[config.mk]
export PLATFORM = sky130hd
export DESIGN_NAME = audio_downmix_volume_level_meter
export DESIGN_NICKNAME = d
export VERILOG_FILES = /design/src/rtl/admix_pkg.sv /design/src/rtl/admix_ctrl.sv /design/src/rtl/admix_dp.sv /design/src/rtl/audio_downmix_volume_level_meter.sv
export VERILOG_INCLUDE_DIRS = /design/src /design/src/rtl
export SDC_FILE = /design/constraint.sdc
export NUM_CORES = 2
export LEC_CHECK = 0
export ABC_AREA = 1
export BUFFER_PORTS_ARGS = -buffer_cell sky130_fd_sc_hd__clkbuf_2
export CAP_MARGIN = 20
export CORE_MARGIN = 2
export CORE_UTILIZATION = 55
export CTS_CLUSTER_SIZE = 40
export DETAILED_ROUTE_END_ITERATION = 10
export GPL_TIMING_DRIVEN = 0
export PLACE_DENSITY = 0.71
export RECOVER_POWER = 100
export SETUP_SLACK_MARGIN = 0.1
export SLEW_MARGIN = 0
export SYNTH_ARGS = -nofsm -noshare
export SYNTH_HDL_FRONTEND = slang
export SYNTH_SLANG_ARGS = --single-unit
[constraint.sdc]
create_clock -name i_clk -period 14.7 [get_ports i_clk]
set_input_delay 1.47 -clock i_clk [delete_from_list [all_inputs] [get_ports i_clk]]
set_output_delay 1.47 -clock i_clk [all_outputs]
set_load 0.05 [all_outputs]
[src/rtl/assert_macros.svh]
// Assertion helpers. The using module must have i_clk and i_rst_n.
`ifndef ASSERT_MACROS_SVH
`define ASSERT_MACROS_SVH

// Checked only while out of reset.
`define AST_RUN(label, prop, msg) \
    label: assert property (@(posedge i_clk) disable iff (!i_rst_n) prop) else $error(msg);

// Checked at every edge, reset included.
`define AST_ALL(label, prop, msg) \
    label: assert property (@(posedge i_clk) prop) else $error(msg);

`endif

[src/rtl/admix_pkg.sv]
`timescale 1ns / 1ps

package admix_pkg;

    localparam int SAMPLE_W   = 16;
    localparam int VOL_W      = 7;
    localparam int LEVEL_W    = 10;
    localparam int SUM_W      = 41;
    localparam int COUNT_W    = 11;
    localparam int CFG_IDX_W  = 2;
    localparam int CFG_DATA_W = 7;

    localparam logic [CFG_IDX_W-1:0] CFG_VOLUME = 2'd0;
    localparam logic [CFG_IDX_W-1:0] CFG_STEREO = 2'd1;

    localparam int VOL_MAX           = 100;
    localparam int LEVEL_MAX         = 1000;
    localparam int FULL_SCALE        = 32767;
    localparam int BLOCK_SAMPLES_DEF = 960;

    // floor(2^29 / 100): underestimates x/100 by less than one for x < 2^22
    localparam int RECIP100       = 5368709;
    localparam int RECIP100_SHIFT = 29;
    // 32769 / 2^30 underestimates 1/32767 by less than one step for 25-bit roots
    localparam int RECIP_FS       = 32769;
    localparam int RECIP_FS_SHIFT = 30;
    localparam int ROOT_SCALE     = 1000000;

    // mean of squares fits 31 bits; scaled radicand fits 50 bits
    localparam int MEAN_W     = 31;
    localparam int RAD_W      = 50;
    localparam int ROOT_W     = RAD_W / 2;
    localparam int DIV_STEPS  = MEAN_W;
    localparam int SQRT_STEPS = ROOT_W;
    localparam int CNT_W      = $clog2(DIV_STEPS);

    typedef struct packed {
        logic capture;
        logic mix;
        logic scale;
        logic square;
        logic accum;
        logic div_step;
        logic rmul;
        logic sqrt_step;
        logic lest;
        logic lfix;
        logic smooth;
        logic load_out;
    } t_cmd;

    typedef struct packed {
        logic close;
        logic out_free;
    } t_status;

endpackage

[src/rtl/admix_ctrl.sv]
`timescale 1ns / 1ps
`include "assert_macros.svh"

module admix_ctrl (
    input  logic              i_clk,
    input  logic              i_rst_n,
    input  logic              i_in_valid,
    output logic              o_in_stall,
    input  admix_pkg::t_status i_status,
    output admix_pkg::t_cmd    o_cmd
);

    typedef enum logic [11:0] {
        S_IDLE   = 12'b0000_0000_0001,
        S_MIX    = 12'b0000_0000_0010,
        S_SCALE  = 12'b0000_0000_0100,
        S_SQUARE = 12'b0000_0000_1000,
        S_ACCUM  = 12'b0000_0001_0000,
        S_DIV    = 12'b0000_0010_0000,
        S_RMUL   = 12'b0000_0100_0000,
        S_SQRT   = 12'b0000_1000_0000,
        S_LEST   = 12'b0001_0000_0000,
        S_LFIX   = 12'b0010_0000_0000,
        S_SMOOTH = 12'b0100_0000_0000,
        S_DONE   = 12'b1000_0000_0000
    } t_state;

    localparam logic [admix_pkg::CNT_W-1:0] DIV_LAST  =
        admix_pkg::CNT_W'(admix_pkg::DIV_STEPS - 1);
    localparam logic [admix_pkg::CNT_W-1:0] SQRT_LAST =
        admix_pkg::CNT_W'(admix_pkg::SQRT_STEPS - 1);

    t_state                        r_state, n_state;
    logic [admix_pkg::CNT_W-1:0]   r_cnt, n_cnt;
    logic                          w_accept;

    assign o_in_stall = (r_state != S_IDLE) || !i_rst_n;
    assign w_accept   = i_in_valid && !o_in_stall;

    always_comb begin
        n_state = r_state;
        n_cnt   = r_cnt;
        case (r_state)
            S_IDLE: begin
                if (w_accept) begin
                    n_state = S_MIX;
                end
            end
            S_MIX:    n_state = S_SCALE;
            S_SCALE:  n_state = S_SQUARE;
            S_SQUARE: n_state = S_ACCUM;
            S_ACCUM: begin
                n_state = i_status.close ? S_DIV : S_DONE;
            end
            S_DIV: begin
                if (r_cnt == DIV_LAST) begin
                    n_cnt   = '0;
                    n_state = S_RMUL;
                end else begin
                    n_cnt = r_cnt + 1'b1;
                end
            end
            S_RMUL: n_state = S_SQRT;
            S_SQRT: begin
                if (r_cnt == SQRT_LAST) begin
                    n_cnt   = '0;
                    n_state = S_LEST;
                end else begin
                    n_cnt = r_cnt + 1'b1;
                end
            end
            S_LEST:   n_state = S_LFIX;
            S_LFIX:   n_state = S_SMOOTH;
            S_SMOOTH: n_state = S_DONE;
            S_DONE: begin
                if (i_status.out_free) begin
                    n_state = S_IDLE;
                end
            end
            default: begin
                n_state = S_IDLE;
                n_cnt   = '0;
            end
        endcase
    end

    always_ff @(posedge i_clk) begin
        if (!i_rst_n) begin
            r_state <= S_IDLE;
            r_cnt   <= '0;
        end else begin
            r_state <= n_state;
            r_cnt   <= n_cnt;
        end
    end

    always_comb begin
        o_cmd           = '0;
        o_cmd.capture   = w_accept;
        o_cmd.mix       = (r_state == S_MIX);
        o_cmd.scale     = (r_state == S_SCALE);
        o_cmd.square    = (r_state == S_SQUARE);
        o_cmd.accum     = (r_state == S_ACCUM);
        o_cmd.div_step  = (r_state == S_DIV);
        o_cmd.rmul      = (r_state == S_RMUL);
        o_cmd.sqrt_step = (r_state == S_SQRT);
        o_cmd.lest      = (r_state == S_LEST);
        o_cmd.lfix      = (r_state == S_LFIX);
        o_cmd.smooth    = (r_state == S_SMOOTH);
        o_cmd.load_out  = (r_state == S_DONE) && i_status.out_free;
    end

    `AST_RUN(a_accept_starts, w_accept |=> (r_state == S_MIX), "accepted sample did not start")
    `AST_RUN(a_div_exit, (r_state == S_DIV && r_cnt == DIV_LAST) |=> (r_state == S_RMUL), "divider overran")
    `AST_ALL(a_load_free, o_cmd.load_out |-> i_status.out_free, "result loaded over held result")
    `AST_RUN(a_cnt_idle, !(r_state == S_DIV || r_state == S_SQRT) |-> (r_cnt == '0), "step counter not parked")

endmodule

[src/rtl/admix_dp.sv]
`timescale 1ns / 1ps

module admix_dp #(
    parameter int BLOCK_SAMPLES = admix_pkg::BLOCK_SAMPLES_DEF
) (
    input  logic                                i_clk,
    input  logic                                i_rst_n,
    input  logic                                i_cfg_we,
    input  logic [admix_pkg::CFG_IDX_W-1:0]     i_cfg_index,
    input  logic [admix_pkg::CFG_DATA_W-1:0]    i_cfg_data,
    input  logic signed [admix_pkg::SAMPLE_W-1:0] i_left_sample,
    input  logic signed [admix_pkg::SAMPLE_W-1:0] i_right_sample,
    input  logic                                i_end_of_frame,
    input  logic                                i_new_stream,
    input  admix_pkg::t_cmd                     i_cmd,
    output admix_pkg::t_status                  o_status,
    input  logic                                i_out_stall,
    output logic                                o_out_valid,
    output logic signed [admix_pkg::SAMPLE_W-1:0] o_mono_sample,
    output logic                                o_level_valid,
    output logic [admix_pkg::LEVEL_W-1:0]       o_rms_level,
    output logic [admix_pkg::LEVEL_W-1:0]       o_beat_level
);

    localparam int SW   = admix_pkg::SAMPLE_W;
    localparam int PW   = SW + admix_pkg::VOL_W;        // |sample| * volume
    localparam int LW   = admix_pkg::LEVEL_W;
    localparam int CW   = admix_pkg::COUNT_W;
    localparam int MW   = admix_pkg::MEAN_W;
    localparam int RW   = admix_pkg::RAD_W;
    localparam int QW   = admix_pkg::ROOT_W;
    localparam int SRW  = QW + 1;                       // sqrt remainder
    localparam int HW   = admix_pkg::SUM_W - MW;        // dividend head bits
    localparam logic [CW-1:0] BLK_LIM = CW'(BLOCK_SAMPLES);
    localparam logic [LW-1:0] LMAX    = LW'(admix_pkg::LEVEL_MAX);

    // configuration
    logic [admix_pkg::VOL_W-1:0] r_volume;
    logic                        r_stereo;
    logic [admix_pkg::VOL_W-1:0] w_cfg_vol;

    assign w_cfg_vol = (i_cfg_data > admix_pkg::CFG_DATA_W'(admix_pkg::VOL_MAX))
                     ? admix_pkg::VOL_W'(admix_pkg::VOL_MAX)
                     : admix_pkg::VOL_W'(i_cfg_data);

    always_ff @(posedge i_clk) begin
        if (!i_rst_n) begin
            r_volume <= admix_pkg::VOL_W'(admix_pkg::VOL_MAX);
            r_stereo <= 1'b0;
        end else if (i_cfg_we) begin
            case (i_cfg_index)
                admix_pkg::CFG_VOLUME: r_volume <= w_cfg_vol;
                admix_pkg::CFG_STEREO: r_stereo <= i_cfg_data[0];
                default: ;
            endcase
        end
    end

    // downmix and gain
    logic signed [SW:0]   w_pair, w_half, w_src, w_mag17;
    logic [SW-1:0]        w_mag;
    logic [PW-1:0]        w_prod;
    logic                 w_neg;

    assign w_pair  = {i_left_sample[SW-1], i_left_sample}
                   + {i_right_sample[SW-1], i_right_sample};
    assign w_half  = w_pair[SW] ? ((w_pair + (SW+1)'(1)) >>> 1) : (w_pair >>> 1);
    assign w_src   = r_stereo ? w_half : {i_left_sample[SW-1], i_left_sample};
    assign w_neg   = w_src[SW];
    assign w_mag17 = w_neg ? -w_src : w_src;
    assign w_mag   = w_mag17[SW-1:0];
    assign w_prod  = PW'(w_mag) * PW'(r_volume);

    logic [PW-1:0]        r_prod;
    logic                 r_neg;
    logic                 r_eof;
    logic [SW-1:0]        r_qest;
    logic signed [SW-1:0] r_mono;
    logic [2*SW-2:0]      r_sq;

    logic [2*PW-1:0]      w_qprod;
    logic [PW-1:0]        w_qx100, w_qrem;
    logic [SW-1:0]        w_q;
    logic signed [2*SW-1:0] w_sq_full;

    assign w_qprod   = (2*PW)'(r_prod) * (2*PW)'(admix_pkg::RECIP100);
    assign w_qx100   = PW'(r_qest) * PW'(admix_pkg::VOL_MAX);
    assign w_qrem    = r_prod - w_qx100;
    assign w_q       = r_qest + SW'(w_qrem >= PW'(admix_pkg::VOL_MAX));
    assign w_sq_full = r_mono * r_mono;

    always_ff @(posedge i_clk) begin
        if (i_cmd.capture) begin
            r_prod <= w_prod;
            r_neg  <= w_neg;
            r_eof  <= i_end_of_frame;
        end
        if (i_cmd.mix) begin
            r_qest <= w_qprod[admix_pkg::RECIP100_SHIFT +: SW];
        end
        if (i_cmd.scale) begin
            r_mono <= r_neg ? -$signed(w_q) : $signed(w_q);
        end
        if (i_cmd.square) begin
            r_sq <= w_sq_full[2*SW-2:0];
        end
    end

    // block accumulator
    logic [admix_pkg::SUM_W-1:0] r_sum, w_sum_new;
    logic [CW-1:0]               r_count, w_count_new;
    logic                        w_close;

    assign w_sum_new   = r_sum + admix_pkg::SUM_W'(r_sq);
    assign w_count_new = r_count + 1'b1;
    assign w_close     = r_eof || (w_count_new >= BLK_LIM);

    always_ff @(posedge i_clk) begin
        if (!i_rst_n) begin
            r_sum   <= '0;
            r_count <= '0;
        end else if (i_cmd.accum) begin
            r_sum   <= w_close ? '0 : w_sum_new;
            r_count <= w_close ? '0 : w_count_new;
        end
    end

    // restoring divider for the mean, one quotient bit per step
    logic [CW-1:0] r_rem, r_divisor, w_rem_next;
    logic [MW-1:0] r_dq;
    logic [CW:0]   w_trial;
    logic          w_ge;
    logic          r_blk;

    assign w_trial    = {r_rem, r_dq[MW-1]};
    assign w_ge       = w_trial >= {1'b0, r_divisor};
    assign w_rem_next = w_ge ? CW'(w_trial - {1'b0, r_divisor}) : CW'(w_trial);

    always_ff @(posedge i_clk) begin
        if (i_cmd.accum) begin
            r_blk <= w_close;
            if (w_close) begin
                r_rem     <= CW'(w_sum_new[admix_pkg::SUM_W-1 -: HW]);
                r_dq      <= w_sum_new[MW-1:0];
                r_divisor <= w_count_new;
            end
        end else if (i_cmd.div_step) begin
            r_rem <= w_rem_next;
            r_dq  <= {r_dq[MW-2:0], w_ge};
        end
    end

    // digit-by-digit square root, one root bit per step
    logic [RW-1:0]  r_rad;
    logic [QW-1:0]  r_root;
    logic [SRW-1:0] r_srem;
    logic [MW+19:0] w_rad_full;
    logic [SRW+1:0] w_sshift, w_strial;
    logic           w_sge;

    assign w_rad_full = (MW+20)'(r_dq) * (MW+20)'(admix_pkg::ROOT_SCALE);
    assign w_sshift   = {r_srem, r_rad[RW-1 -: 2]};
    assign w_strial   = (SRW+2)'({r_root, 2'b01});
    assign w_sge      = w_sshift >= w_strial;

    always_ff @(posedge i_clk) begin
        if (i_cmd.rmul) begin
            r_rad  <= w_rad_full[RW-1:0];
            r_root <= '0;
            r_srem <= '0;
        end else if (i_cmd.sqrt_step) begin
            r_rad  <= {r_rad[RW-3:0], 2'b00};
            r_root <= {r_root[QW-2:0], w_sge};
            r_srem <= w_sge ? SRW'(w_sshift - w_strial) : SRW'(w_sshift);
        end
    end

    // level = root / full scale, then smoothing
    logic [LW-1:0]   r_lq, r_level, r_smooth, r_rms, r_beat;
    logic [QW+15:0]  w_lprod;
    logic [QW-1:0]   w_lqx, w_ldiff;
    logic [LW:0]     w_lvl;
    logic [LW+1:0]   w_sm_sum;
    logic [LW-1:0]   w_sm, w_bdiff;

    assign w_lprod  = (QW+16)'(r_root) * (QW+16)'(admix_pkg::RECIP_FS);
    assign w_lqx    = (QW'(r_lq) << 15) - QW'(r_lq);
    assign w_ldiff  = r_root - w_lqx;
    assign w_lvl    = (LW+1)'(r_lq) + (LW+1)'(w_ldiff >= QW'(admix_pkg::FULL_SCALE));
    assign w_sm_sum = (LW+2)'(r_smooth) * (LW+2)'(3) + (LW+2)'(r_level);
    assign w_sm     = w_sm_sum[LW+1:2];
    assign w_bdiff  = r_level - w_sm;

    always_ff @(posedge i_clk) begin
        if (i_cmd.lest) begin
            r_lq <= w_lprod[admix_pkg::RECIP_FS_SHIFT +: LW];
        end
        if (i_cmd.lfix) begin
            r_level <= (w_lvl > (LW+1)'(LMAX)) ? LMAX : LW'(w_lvl);
        end
        if (i_cmd.smooth) begin
            r_rms  <= (w_sm > LMAX) ? LMAX : w_sm;
            r_beat <= (r_level > w_sm) ? ((w_bdiff > LMAX) ? LMAX : w_bdiff) : '0;
        end
    end

    always_ff @(posedge i_clk) begin
        if (!i_rst_n) begin
            r_smooth <= '0;
        end else if (i_cmd.capture && i_new_stream) begin
            r_smooth <= '0;
        end else if (i_cmd.smooth) begin
            r_smooth <= w_sm;
        end
    end

    // output register
    logic                 r_out_valid;
    logic signed [SW-1:0] r_o_mono;
    logic                 r_o_lv;
    logic [LW-1:0]        r_o_rms, r_o_beat;

    always_ff @(posedge i_clk) begin
        if (!i_rst_n) begin
            r_out_valid <= 1'b0;
        end else if (i_cmd.load_out) begin
            r_out_valid <= 1'b1;
        end else if (!i_out_stall) begin
            r_out_valid <= 1'b0;
        end
    end

    always_ff @(posedge i_clk) begin
        if (i_cmd.load_out) begin
            r_o_mono <= r_mono;
            r_o_lv   <= r_blk;
            r_o_rms  <= r_blk ? r_rms : '0;
            r_o_beat <= r_blk ? r_beat : '0;
        end
    end

    assign o_status.close    = w_close;
    assign o_status.out_free = !r_out_valid || !i_out_stall;
    assign o_out_valid       = r_out_valid;
    assign o_mono_sample     = r_o_mono;
    assign o_level_valid     = r_o_lv;
    assign o_rms_level       = r_o_rms;
    assign o_beat_level      = r_o_beat;

endmodule

[src/rtl/audio_downmix_volume_level_meter.sv]
`timescale 1ns / 1ps
// Channel  | direction | handshake              | payload
// ---------+-----------+------------------------+------------------------------------------
// in       | sink      | i_in_valid / o_in_stall | left, right, end_of_frame, new_stream
// out      | source    | o_out_valid / i_out_stall | mono, level_valid, rms, beat
// cfg      | sink      | i_cfg_we (no wait)     | i_cfg_index, i_cfg_data
//
// A sample is taken only while the controller is idle; it then passes through mix, gain,
// square and accumulate before the next can be taken, and a sample that closes a block also
// runs the mean divider (one bit per cycle) and the square root unit (one bit per cycle).
// Synchronous active-low reset; o_in_stall is high while reset is held.
// A finished result sits in the output register; the next sample is taken while it waits,
// and only the hand-off of the following result waits on i_out_stall.

module audio_downmix_volume_level_meter #(
    parameter int BLOCK_SAMPLES = admix_pkg::BLOCK_SAMPLES_DEF
) (
    input  logic                                  i_clk,
    input  logic                                  i_rst_n,
    // configuration
    input  logic                                  i_cfg_we,
    input  logic [admix_pkg::CFG_IDX_W-1:0]       i_cfg_index,
    input  logic [admix_pkg::CFG_DATA_W-1:0]      i_cfg_data,
    // sample input
    input  logic                                  i_in_valid,
    output logic                                  o_in_stall,
    input  logic signed [admix_pkg::SAMPLE_W-1:0] i_left_sample,
    input  logic signed [admix_pkg::SAMPLE_W-1:0] i_right_sample,
    input  logic                                  i_end_of_frame,
    input  logic                                  i_new_stream,
    // result output
    output logic                                  o_out_valid,
    input  logic                                  i_out_stall,
    output logic signed [admix_pkg::SAMPLE_W-1:0] o_mono_sample,
    output logic                                  o_level_valid,
    output logic [admix_pkg::LEVEL_W-1:0]         o_rms_level,
    output logic [admix_pkg::LEVEL_W-1:0]         o_beat_level
);

    // Controller sequences each sample: mix, gain, square, accumulate; on block close
    // it runs the mean divider, root scale, square root, full-scale divide and smoothing.
    admix_pkg::t_cmd    w_cmd;
    admix_pkg::t_status w_status;

    admix_ctrl u_ctrl (
        .i_clk      (i_clk),
        .i_rst_n    (i_rst_n),
        .i_in_valid (i_in_valid),
        .o_in_stall (o_in_stall),
        .i_status   (w_status),
        .o_cmd      (w_cmd)
    );

    // Datapath holds config, block accumulator, iterative divider and square root units and output register.
    admix_dp #(
        .BLOCK_SAMPLES (BLOCK_SAMPLES)
    ) u_dp (
        .i_clk          (i_clk),
        .i_rst_n        (i_rst_n),
        .i_cfg_we       (i_cfg_we),
        .i_cfg_index    (i_cfg_index),
        .i_cfg_data     (i_cfg_data),
        .i_left_sample  (i_left_sample),
        .i_right_sample (i_right_sample),
        .i_end_of_frame (i_end_of_frame),
        .i_new_stream   (i_new_stream),
        .i_cmd          (w_cmd),
        .o_status       (w_status),
        .i_out_stall    (i_out_stall),
        .o_out_valid    (o_out_valid),
        .o_mono_sample  (o_mono_sample),
        .o_level_valid  (o_level_valid),
        .o_rms_level    (o_rms_level),
        .o_beat_level   (o_beat_level)
    );

endmodule
==> flow_metrics.env <==
export IMPL_area_growth_syn_to_layout_pct=6.43
export IMPL_storage_cell_area_um2=10700
export IMPL_io_pin_count=87
export IMPL_num_nets_final=7913
export IMPL_final_hold_viol_count=0
export IMPL_ys_warn_count=0
export IMPL_synth_area_um2=54300
export IMPL_tritoncts_num_buffers=46
export IMPL_cts_reportedPaths_clkPinSlew_ns=0.06
export IMPL_routabilityCongestion=0.942
export IMPL_postSynthRegisterBits=401
export IMPL_cts_sink_count=401
export IMPL_route_detailed_vias_per_inst=5.41
export IMPL_max_freq_mhz=112
export IMPL_maximum_buffer_depth_of_the_clock_tree=3
export IMPL_die_h_um=318
export IMPL_skew_ns=0.0249
export IMPL_crit_path_max_incr_delay_ns=0.60
export IMPL_io_buffer_count=86
export IMPL_num_fill_cells=8756
export IMPL_path_depth=40
export IMPL_hold_depth=0
export IMPL_cts_repair_timing_setup_buffer_count=0
export IMPL_ant_nets=0
export IMPL_timing_slew_headroom_pct=-81.6
export IMPL_timing_critical_path_buf_inv=9
export IMPL_layout_worst_path_cycle_share_pct=60.9
export IMPL_worst_tran_pin_value_ns=2.71
export IMPL_number_of_library_cell_types_mapped_by_synthesis=70
export IMPL_fin_setup_tns_ns=0
export IMPL_path_delay_family="adder cells"
export IMPL_wl_um=133000
export IMPL_chipWidth_um=318
export IMPL_initial_utilization_pct=55.3
export IMPL_synth_net_count=7770
export IMPL_r2r_worst_path_cells=24
export IMPL_multi_input_area_um2=38400
export IMPL_criticalPathCategory="primary input to flop"
export IMPL_crit_path_top_delay_cell="sky130_fd_sc_hd__o21ai_0"
export IMPL_hold_class="flop to flop"
export IMPL_worst_endpoint_required_ns=15.05
export IMPL_detailedRoute_firstIterationViolations=2757
export IMPL_violated_checks="max-capacitance violations, max-slew violations"
export IMPL_syn_area_per_cell_um2=8.62
export IMPL_run_status="finished, violations left"
export IMPL_setup_violations_final=0
export IMPL_critical_path_startpoint_type="primary input"
export IMPL_cts_hold_fix_buffers=0
export IMPL_final_max_slew_viols=168
export IMPL_yosysSeqAreaShare_pct=19.6
export IMPL_minimum_clock_period_after_layout_ns=8.95
export IMPL_insertion_delay_ns=0.63
export IMPL_drcViolationCount=0
export IMPL_dp_hpwl_um=111000
export IMPL_dieArea_um2=101000
export IMPL_max_cap_violations=5
export IMPL_global_route_overflow_total=0
export IMPL_worst_setup_path_end_kind="flop"
export IMPL_worst_ep_arrival_time_ns=9.30
export IMPL_cts_tree="yes"
export IMPL_grt_first_pass_wirelength_um=218000
export IMPL_synth_edff_count=262
export IMPL_htreeDepth=2
export IMPL_first_global_vias=42812
export IMPL_worstPathMaxFanout=7
export IMPL_async_sr_flop_fraction_pct=0
export IMPL_cts_root_buf="sky130_fd_sc_hd__clkbuf_16"
export IMPL_setup_repair_after_global_routing_missed_its_margin="no"
export IMPL_row_count=115
export IMPL_cts_resized=0
export IMPL_groute_usage_overall_pct=26.6
export IMPL_routedWlPerCell_um=17.1
export IMPL_drive_above_1_share_pct=3.72
export IMPL_grt_max_degree=54
export IMPL_floorplan_core_area_um2=98100
export IMPL_post_synth_inst_count=6297
export IMPL_number_of_antenna_violations_at_the_first_check_in_global_routing=1
export IMPL_worst_path_most_repeated_cell="sky130_fd_sc_hd__nand2_1"
export IMPL_drt_pre_antenna_iters=8
export IMPL_synthFlopType="sky130_fd_sc_hd__edfxtp_1"
export IMPL_total_via_count_in_the_routed_design=41989
-- worst register-to-register path: cells and delay by family, from the launching register on --
kind	cells	cell delay (ns)
AND/OR/NAND/NOR	2	0.21
XOR/XNOR	1	0.16
AO/OA/AOI/OAI	10	2.98
buffers and inverters	6	1.05
flip-flops	1	0.38
adder cells (fa/ha/maj)	5	2.28
-- sequential cells by signal, indices dropped and copies added (netlist names), 5 cells and up --
name and flops:
u_ctrl.r_cnt 5, u_ctrl.r_state 12, u_dp.o_beat_level 10, u_dp.o_mono_sample 16
u_dp.o_rms_level 10, u_dp.r_beat 10, u_dp.r_count 11, u_dp.r_divisor 11
u_dp.r_dq 31, u_dp.r_level 10, u_dp.r_lq 10, u_dp.r_mono 16
u_dp.r_prod 23, u_dp.r_qest 16, u_dp.r_rad 44, u_dp.r_rem 11
u_dp.r_rms 10, u_dp.r_root 25, u_dp.r_smooth 10, u_dp.r_sq 30
u_dp.r_srem 26, u_dp.r_sum 41, u_dp.r_volume 7
-- cells in the mapped netlist, drive strengths merged (8+ instances only) --
cell / count / share of area [%]
o22ai: 29 / 0.33
edfxtp: 262 / 14
nor3: 50 / 0.46
xor2: 175 / 2.9
o211ai: 33 / 0.46
clkbuf: 70 / 0.48
a31oi: 32 / 0.37
a21oi: 440 / 4.1
nor4: 23 / 0.26
buf: 17 / 0.17
xnor2: 100 / 1.6
nand4: 57 / 0.68
o21a: 23 / 0.32
o21ai: 257 / 2.4
a21boi: 14 / 0.19
fa: 643 / 24
nor2: 433 / 3.1
a211oi: 19 / 0.26
a21o: 15 / 0.21
inv: 1279 / 8.8
or2: 37 / 0.43
ha: 782 / 18
a32o: 8 / 0.15
o21bai: 24 / 0.33
nand3b: 11 / 0.15
nand3: 210 / 2.1
nand2: 1053 / 7.5
dfxtp: 139 / 5.1
-- cell usage in the layout (no fill, tap or decap), drive strengths merged, types with 175 or more instances in the layout --
cell type  instances
a21oi            440
clkbuf           235
edfxtp           262
fa               643
ha               782
inv             1282
nand2           1053
nand3            210
nor2             433
o21ai            257
xor2             175
-- stage by stage --
stage | instances | worst slack [ns] | util, % | cell area (um^2) | hold WS (ns)
finish | 7765 | 5.75 | 58.9 | 57800 | 0.459
CTS | 7762 | 6.42 | 59.1 | 58000 | 0.458
detailed placement | 7677 | 5.76 | 57.6 | 56500 | 0.436
global placement | 7670 | 5.88 | 57.4 | 56300 | 0.435
global route | 7764 | 5.21 | 58.9 | 57800 | 0.469
floorplan | 6297 | 6.69 | - | 54300 | 0.424
-- path summary, 6_finish.rpt --
path         slack, ns                  startpoint                         endpoint
max reg2reg       7.36  u_dp.r_stereo$_SDFFE_PN0P_        u_dp.r_prod[20]$_DFFE_PP_
min reg2reg       0.46    u_dp.r_mono[5]$_DFFE_PP_  u_dp.o_mono_sample[5]$_DFFE_PP_
max               5.75            i_left_sample[0]        u_dp.r_prod[20]$_DFFE_PP_
min               0.46    u_dp.r_mono[5]$_DFFE_PP_  u_dp.o_mono_sample[5]$_DFFE_PP_
-- cell families after synthesis --
logic type	Yosys count	synth area share [%]
adder cells (fa/ha/maj)	1425	41.7
flip-flops	401	19.6
AO/OA/AOI/OAI	931	9.70
XOR/XNOR	275	4.56
buffers and inverters	1375	9.59
AND/OR/NAND/NOR	1890	14.8
-- layout make-up --
type | instances | area share [%]
Antenna cell | 1 | 0.00433
Clock inverter | 26 | 0.429
Inverter | 1285 | 8.35
Tap cell | 1287 | 2.79
Sequential cell | 401 | 18.4
Timing Repair Buffer | 95 | 0.712
Multi-Input combinational cell | 4521 | 66.5
Clock buffer | 59 | 2.16
Buffer | 90 | 0.643
-- routing by layer --
layer	up-vias	routed length (um)	track usage, %
li1	20609	-	-
met4	0	3880	7.86
met3	217	6520	3.01
met5	-	0	0
met2	1036	63300	45.3
met1	20127	59100	35.8
Power is left out: the tool's default activity adds up to more than one toggle a clock period on the data nets, which glitch-free logic cannot reach.
